<file path="config.mk">
export PLATFORM = sky130hd
export DESIGN_NAME = message_ring_queue
export DESIGN_NICKNAME = d
export VERILOG_FILES = /design/src/rtl/mrq_pkg.sv /design/src/rtl/mrq_ram.sv /design/src/rtl/message_ring_queue.sv
export SDC_FILE = /design/constraint.sdc
export NUM_CORES = 1
export LEC_CHECK = 0
export ABC_AREA = 1
export BUFFER_PORTS_ARGS = -buffer_cell sky130_fd_sc_hd__buf_2
export CAP_MARGIN = 20
export CORE_MARGIN = 2
export CORE_UTILIZATION = 56
export CTS_BUF_LIST = sky130_fd_sc_hd__clkbuf_16
export CTS_CLUSTER_SIZE = 14
export DETAILED_ROUTE_END_ITERATION = 6
export GPL_ROUTABILITY_DRIVEN = 0
export PLACE_DENSITY_LB_ADDON = 0.2
export SLEW_MARGIN = 20
export SYNTH_ARGS = -nofsm -noshare
export SYNTH_HDL_FRONTEND = slang
export SYNTH_HIERARCHICAL = 1
export SYNTH_SLANG_ARGS = --single-unit
</file>
<file path="constraint.sdc">
create_clock -name clock -period 4.9 [get_ports clock]
set_input_delay 0.49 -clock clock [delete_from_list [all_inputs] [get_ports clock]]
set_output_delay 0.49 -clock clock [all_outputs]
set_load 0.1 [all_outputs]
</file>
<file path="src/rtl/mrq_pkg.sv">
// Shared constants and operation codes for the message ring queue.
package mrq_pkg;

   // Number of ring slots; one slot always stays empty.
   localparam int MRQ_DEPTH = 16;
   localparam int MRQ_PTR_W = (MRQ_DEPTH > 1) ? $clog2(MRQ_DEPTH) : 1;
   // Width for counts and offset sums: wide enough for DEPTH and for a 4-bit offset.
   localparam int MRQ_CMP_W = ((MRQ_PTR_W > 4) ? MRQ_PTR_W : 4) + 1;

   // One stored message: length, seven data bytes and the opcode.
   localparam int MRQ_WORD_W = 68;

   typedef enum logic [1:0] {
      OP_PUSH = 2'd0,
      OP_POP  = 2'd1,
      OP_PEEK = 2'd2,
      OP_NONE = 2'd3
   } op_type;

endpackage

</file>
<file path="src/rtl/mrq_ram.sv">
// Generic single-port-write, single-port-read RAM with a registered read.
module mrq_ram #(
   parameter int WIDTH = 8,
   parameter int DEPTH = 16,
   parameter int ADDR_W = (DEPTH > 1) ? $clog2(DEPTH) : 1
) (
   input  logic              clock,
   input  logic              wr_en,
   input  logic [ADDR_W-1:0] wr_addr,
   input  logic [WIDTH-1:0]  wr_data,
   input  logic              rd_en,
   input  logic [ADDR_W-1:0] rd_addr,
   output logic [WIDTH-1:0]  rd_data
);

   logic [WIDTH-1:0] mem [DEPTH];

   // Write port and registered read port.
   always_ff @(posedge clock) begin
      if (wr_en) begin
         mem[wr_addr] <= wr_data;
      end
      if (rd_en) begin
         rd_data <= mem[rd_addr];
      end
   end

endmodule

</file>
<file path="src/rtl/message_ring_queue.sv">
// Top level of the message ring queue: control, pointers and the result register.
//
// A ring-buffer queue of short messages (opcode, seven data bytes, length).
// Each request transfer on the req_ channel carries one operation: push, pop
// or peek at an offset from the head. Every request yields exactly one result
// transfer on the rsp_ channel with a status bit, the message read (zero for
// a push or a failure) and the fill count after the operation.
// The queue holds at most MRQ_DEPTH-1 messages; the messages live in one
// synchronous RAM with a registered read.
// A push or a failed operation loads the result register straight from the
// request transfer; a successful pop or peek first reads the RAM, enters
// ST_READ and loads the result register once the RAM read has returned.
// Throughput: one push or failed operation per cycle while rsp_stall is low;
// a successful pop or peek holds off requests in ST_READ, set by the single
// RAM read port. The next request is taken while a finished result is being taken.
// Reset empties the queue (both pointers to zero) and drops any pending
// result; stored messages are not cleared and are never read before written.
// While a result is valid and the receiver holds rsp_stall, the result stays
// unchanged and no new request is taken.
module message_ring_queue
   import mrq_pkg::*;
(
   input  logic       clock,
   input  logic       reset,
   input  logic       req_valid,
   output logic       req_stall,
   input  logic [1:0] req_op,
   input  logic [7:0] req_opcode,
   input  logic [7:0] req_data_a,
   input  logic [7:0] req_data_b,
   input  logic [7:0] req_data_c,
   input  logic [7:0] req_data_d,
   input  logic [7:0] req_data_e,
   input  logic [7:0] req_data_f,
   input  logic [7:0] req_data_g,
   input  logic [3:0] req_length,
   input  logic [3:0] req_peek_offset,
   output logic       rsp_valid,
   input  logic       rsp_stall,
   output logic       rsp_status,
   output logic [7:0] rsp_out_opcode,
   output logic [7:0] rsp_out_a,
   output logic [7:0] rsp_out_b,
   output logic [7:0] rsp_out_c,
   output logic [7:0] rsp_out_d,
   output logic [7:0] rsp_out_e,
   output logic [7:0] rsp_out_f,
   output logic [7:0] rsp_out_g,
   output logic [3:0] rsp_out_length,
   output logic [3:0] rsp_fill_count
);

   typedef enum logic {
      ST_IDLE,
      ST_READ
   } state_type;

   state_type state_ff, state_in;

   logic [MRQ_PTR_W-1:0] wr_ptr_ff, wr_ptr_in;
   logic [MRQ_PTR_W-1:0] rd_ptr_ff, rd_ptr_in;
   logic [MRQ_CMP_W-1:0] pend_count_ff, pend_count_in;

   logic                  rsp_valid_ff, rsp_valid_in;
   logic                  rsp_status_ff, rsp_status_in;
   logic [MRQ_WORD_W-1:0] rsp_word_ff, rsp_word_in;
   logic [MRQ_CMP_W-1:0]  rsp_count_ff, rsp_count_in;

   logic                  ram_we;
   logic                  ram_re;
   logic [MRQ_PTR_W-1:0]  ram_raddr;
   logic [MRQ_WORD_W-1:0] ram_wdata;
   logic [MRQ_WORD_W-1:0] ram_rdata;

   logic                  req_xfer;
   logic [MRQ_CMP_W-1:0]  held;
   logic [MRQ_CMP_W-1:0]  peek_sum;
   logic [MRQ_PTR_W-1:0]  peek_addr;
   logic [MRQ_PTR_W-1:0]  wr_ptr_next;
   logic [MRQ_PTR_W-1:0]  rd_ptr_next;
   logic                  full;
   logic                  empty;
   logic                  peek_ok;

   // Message storage.
   mrq_ram #(
      .WIDTH(MRQ_WORD_W),
      .DEPTH(MRQ_DEPTH),
      .ADDR_W(MRQ_PTR_W)
   ) u_ram (
      .clock  (clock),
      .wr_en  (ram_we),
      .wr_addr(wr_ptr_ff),
      .wr_data(ram_wdata),
      .rd_en  (ram_re),
      .rd_addr(ram_raddr),
      .rd_data(ram_rdata)
   );

   // A request is taken only when idle and when the result register is free
   // or is being emptied in this cycle.
   assign req_stall = (state_ff != ST_IDLE) || (rsp_valid_ff && rsp_stall);
   assign req_xfer  = req_valid && !req_stall;

   assign ram_wdata = {req_length, req_data_g, req_data_f, req_data_e, req_data_d,
                       req_data_c, req_data_b, req_data_a, req_opcode};

   // Occupancy and wrapped pointer arithmetic.
   always_comb begin
      if (wr_ptr_ff >= rd_ptr_ff) begin
         held = MRQ_CMP_W'(wr_ptr_ff) - MRQ_CMP_W'(rd_ptr_ff);
      end else begin
         held = MRQ_CMP_W'(wr_ptr_ff) + MRQ_CMP_W'(MRQ_DEPTH) - MRQ_CMP_W'(rd_ptr_ff);
      end
      wr_ptr_next = (wr_ptr_ff == MRQ_PTR_W'(MRQ_DEPTH - 1)) ? '0 : wr_ptr_ff + 1'b1;
      rd_ptr_next = (rd_ptr_ff == MRQ_PTR_W'(MRQ_DEPTH - 1)) ? '0 : rd_ptr_ff + 1'b1;
      full  = (wr_ptr_next == rd_ptr_ff);
      empty = (wr_ptr_ff == rd_ptr_ff);
      // The offset is below the count on success, so one subtraction wraps it.
      peek_ok  = MRQ_CMP_W'(req_peek_offset) < held;
      peek_sum = MRQ_CMP_W'(rd_ptr_ff) + MRQ_CMP_W'(req_peek_offset);
      if (peek_sum >= MRQ_CMP_W'(MRQ_DEPTH)) begin
         peek_addr = MRQ_PTR_W'(peek_sum - MRQ_CMP_W'(MRQ_DEPTH));
      end else begin
         peek_addr = MRQ_PTR_W'(peek_sum);
      end
   end

   // Next-state logic: decode the request, drive the RAM, build the result.
   always_comb begin
      state_in      = state_ff;
      wr_ptr_in     = wr_ptr_ff;
      rd_ptr_in     = rd_ptr_ff;
      pend_count_in = pend_count_ff;
      rsp_valid_in  = rsp_valid_ff && rsp_stall;
      rsp_status_in = rsp_status_ff;
      rsp_word_in   = rsp_word_ff;
      rsp_count_in  = rsp_count_ff;
      ram_we        = 1'b0;
      ram_re        = 1'b0;
      ram_raddr     = rd_ptr_ff;

      unique case (state_ff)
         ST_READ: begin
            // The read data has arrived; the result register is free here.
            rsp_valid_in  = 1'b1;
            rsp_status_in = 1'b0;
            rsp_word_in   = ram_rdata;
            rsp_count_in  = pend_count_ff;
            state_in      = ST_IDLE;
         end
         ST_IDLE: begin
            if (req_xfer) begin
               // Failure is the default; successful cases override it.
               rsp_valid_in  = 1'b1;
               rsp_status_in = 1'b1;
               rsp_word_in   = '0;
               rsp_count_in  = held;
               unique case (op_type'(req_op))
                  OP_PUSH: begin
                     if (!full) begin
                        ram_we        = 1'b1;
                        wr_ptr_in     = wr_ptr_next;
                        rsp_status_in = 1'b0;
                        rsp_count_in  = held + 1'b1;
                     end
                  end
                  OP_POP: begin
                     if (!empty) begin
                        ram_re        = 1'b1;
                        rd_ptr_in     = rd_ptr_next;
                        pend_count_in = held - 1'b1;
                        rsp_valid_in  = 1'b0;
                        state_in      = ST_READ;
                     end
                  end
                  OP_PEEK: begin
                     if (peek_ok) begin
                        ram_re        = 1'b1;
                        ram_raddr     = peek_addr;
                        pend_count_in = held;
                        rsp_valid_in  = 1'b0;
                        state_in      = ST_READ;
                     end
                  end
                  default: begin
                     // Unused operation code: nothing changes, result fails.
                     rsp_status_in = 1'b1;
                  end
               endcase
            end
         end
         default: begin
            state_in = ST_IDLE;
         end
      endcase
   end

   // State, pointers and the result register.
   always_ff @(posedge clock) begin
      if (reset) begin
         state_ff     <= ST_IDLE;
         wr_ptr_ff    <= '0;
         rd_ptr_ff    <= '0;
         rsp_valid_ff <= 1'b0;
      end else begin
         state_ff     <= state_in;
         wr_ptr_ff    <= wr_ptr_in;
         rd_ptr_ff    <= rd_ptr_in;
         rsp_valid_ff <= rsp_valid_in;
      end
      pend_count_ff <= pend_count_in;
      rsp_status_ff <= rsp_status_in;
      rsp_word_ff   <= rsp_word_in;
      rsp_count_ff  <= rsp_count_in;
   end

   // Result outputs.
   assign rsp_valid      = rsp_valid_ff;
   assign rsp_status     = rsp_status_ff;
   assign rsp_out_opcode = rsp_word_ff[7:0];
   assign rsp_out_a      = rsp_word_ff[15:8];
   assign rsp_out_b      = rsp_word_ff[23:16];
   assign rsp_out_c      = rsp_word_ff[31:24];
   assign rsp_out_d      = rsp_word_ff[39:32];
   assign rsp_out_e      = rsp_word_ff[47:40];
   assign rsp_out_f      = rsp_word_ff[55:48];
   assign rsp_out_g      = rsp_word_ff[63:56];
   assign rsp_out_length = rsp_word_ff[67:64];
   assign rsp_fill_count = rsp_count_ff[3:0];

endmodule

</file>
==> metrics.txt <==
layout cells sized above 1=8.91%; Reg power frac=51.3%; H-tree levels=3; number of I/O port buffers=152; Util after Layout=63.3%; Clk pwr share=39.8%; Ports=153; Syn Nets=between 4k and 5k; Post-CTS Resized=0; Worst Tran Pin Value=0.997 ns; core area=93300 µm²; Clock Path Buffers=3; fin crit share=roughly nine tenths; grt total ovfl=0; initial antenna violation count=11; P_int=around 18 mW; power density over cell area=just under 400 nW/µm²; CTS Buf Count=121; Post-DP HPWL=62700 µm; CTS clk-pin slew, worst paths=0.07 ns; f_max=about 0.22 GHz; Comb power frac=under 10%; first-pass GRT wire length=approximately 190000 µm; Setup crit end kind=register; post-DR wirelength/cell=just under 20 µm; clock latency on the worst-skew pair=roughly 0.71 ns; root buffer cell=clkbuf_16; Initial Utilization=56.5%; Synth cell types=30; Post-synth EDFFs=1233; run status=finished, final reports clean; FP Rows=112; async set-or-reset flop fraction in the synthesized netlist=0%; Hold Vio Cnt, Final=0; type of the most critical hold path=in2reg; clk_skew=approximately 0.019 ns; Vias/cell=5.31; top cell types by occurrence after synthesis=1549 x nand2_1, 1233 x edfxtp_1, 914 x inv_1; vias in the first global route=between 30k and 40k; kind of critical path=reg2reg; die area=96600 µm²; Sink Count=1243; Netlist Area Pre-Place=between 50000 and 60000 µm²; CP max FO=65; final worst path period need=roughly 4.5 ns; Pre-antenna DRT Iters=6; largest net degree at the start of global routing=169; routed wire length=about 120000 µm; synth warn=6; final setup violation count=0; GRT met2 Usage=a little over two fifths; post-synthesis cell count=4892; Arr. time, crit path=4.92 ns; GRT met3 Usage=under 10%; unrepaired setup endpoints after global routing=false; synth top area cells=edfxtp_1 70%, nand2_1 11%, nand3_1 7.9%, inv_1 6.5%, buf_2 0.99%; post-CTS setup buffers=0; worst path required time=5.36 ns; Area growth, synth to finish=12.1%; GR Util met1=36.0%; hold_buf cts=0; DRC=0; CP Launch Type=register; Slew headroom=around a third; Switching Share=around a quarter; Max Cap Viol=0; Synth Register Bits=1243; Switching Power=5.53 mW; Die Width=311 µm; Die Y=311 µm; Max VDD drop=approximately 0.31 mV; Synth area leader=edfxtp_1; busiest grt layer=met2; Tot GR Track Use=25.7%; ANT nets after route=0; Setup TNS=0 ns; top cell type's share of synthesized area=70.3%; layout net count=5114; top-count cell post-synth=nand2_1; Slew Limit Fails=0; leak pwr=25.2 nW; register area share after synthesis=about 71%; TritonCTS clock tree=built; Via Count=33.8k; Initial DRC Count=3431; Main synth FF type=edfxtp_1; syn avg cell area=about 11 µm²
[path summary, 6_finish.rpt]
| check | startpoint | endpoint | slack, ns | cells past startpoint |
|---|---|---|---|---|
| min | reset | wr_ptr_ff[1] | 0.04 | 2 |
| max reg2reg | wr_ptr_ff[0] | u_ram/rd_data[41] | 0.44 | 20 |
| max | wr_ptr_ff[0] | u_ram/rd_data[41] | 0.44 | 20 |
| min reg2reg | u_ram/rd_data[61] | rsp_word_ff[61] | 0.50 | 2 |
[placed cells by master, fill, tap and decap left out, types with 15 or more instances in the layout]
cell type | netlist | routed
buf_12 | 0 | 36
buf_2 | 104 | 152
buf_4 | 19 | 48
bufinv_16 | 0 | 15
clkbuf_16 | 0 | 121
clkinv_1 | 0 | 36
clkinv_2 | 0 | 22
edfxtp_1 | 1233 | 1233
ha_1 | 17 | 17
inv_1 | 914 | 931
nand2_1 | 1549 | 1548
nand3_1 | 832 | 832
nor2_4 | 2 | 18
[layout make-up]
cell class / instances / area, µm²
Clock buffer: 121 / 3030
Antenna cell: 5 / 12.5
Sequential cell: 1243 / 37200
Fill cell: 7184 / 34300
Clock inverter: 104 / 930
Multi-Input combinational cell: 2493 / 11000
Timing Repair Buffer: 236 / 1840
Inverter: 922 / 3500
Tap cell: 1254 / 1570
[stage by stage]
step           cell area, µm²  hold WS (ns)  cells  total power, mW  setup WS [ns]
2_1_floorplan           52700         0.481   4892             13.6         0.0433
3_3_place_gp            55100         0.486   6148             14.1          0.586
3_5_place_dp            55100         0.490   6148             14.1          0.466
4_1_cts                 59000        0.0143   6373             23.3          0.457
5_1_grt                 59100        0.0365   6375             23.9         0.0812
6_report                59100        0.0425   6378             23.2          0.442
[registers in the layout, summed over array words and instances (netlist names)]
register and flops:
u_ram/mem 1088, rsp_valid 1, wr_ptr_ff 4, rsp_count_ff 4, state_ff 1, rd_ptr_ff 4, pend_count_ff 4, u_ram/rd_data 68
rsp_status 1, rsp_word_ff 68
[cells by family after synthesis]
logic type	share of synthesized area [%]
and+or+nand+nor	19.6
AOI/OAI and AO/OA	0.278
DFF	70.7
adders and majority gates	0.480
xor gates and xnor gates	0.166
buffers and inverters	8.87
[worst max-delay path: stages (launching register included)]
cell	delay, ns
dfxtp_1	0.38
inv_1	0.15
ha_1	0.16
inv_1	0.05
fa_1	0.43
xnor2_1	0.38
ha_1	0.32
nand2_1	0.06
inv_1	0.03
o21ai_0	0.16
nand3b_1	0.14
nand3_2	0.11
nand2_4	0.11
a21oi_4	0.51
buf_12	0.35
buf_12	0.32
nand2_1	0.10
nand3_1	0.10
nand3_1	0.09
nand3_1	0.09
nand2_1	0.07
[layer usage]
metal	part of all wire, %	vias up
met5	0.060	-
met4	2.4	12
met3	8.1	208
met2	48	1338
met1	42	16200
li1	-	16100
[power groups by stage]
stage	Sequential, mW	Clock (mW)	Combinational (mW)
CTS	11.9	9.36	2.05
detailed placement	12.1	0	2.04
floorplan	12.5	0	1.11
global route	11.9	9.76	2.25
global placement	12.1	0	2.02
finish	11.9	9.23	2.05
No activity file was read; power rests on OpenSTA's default activity.
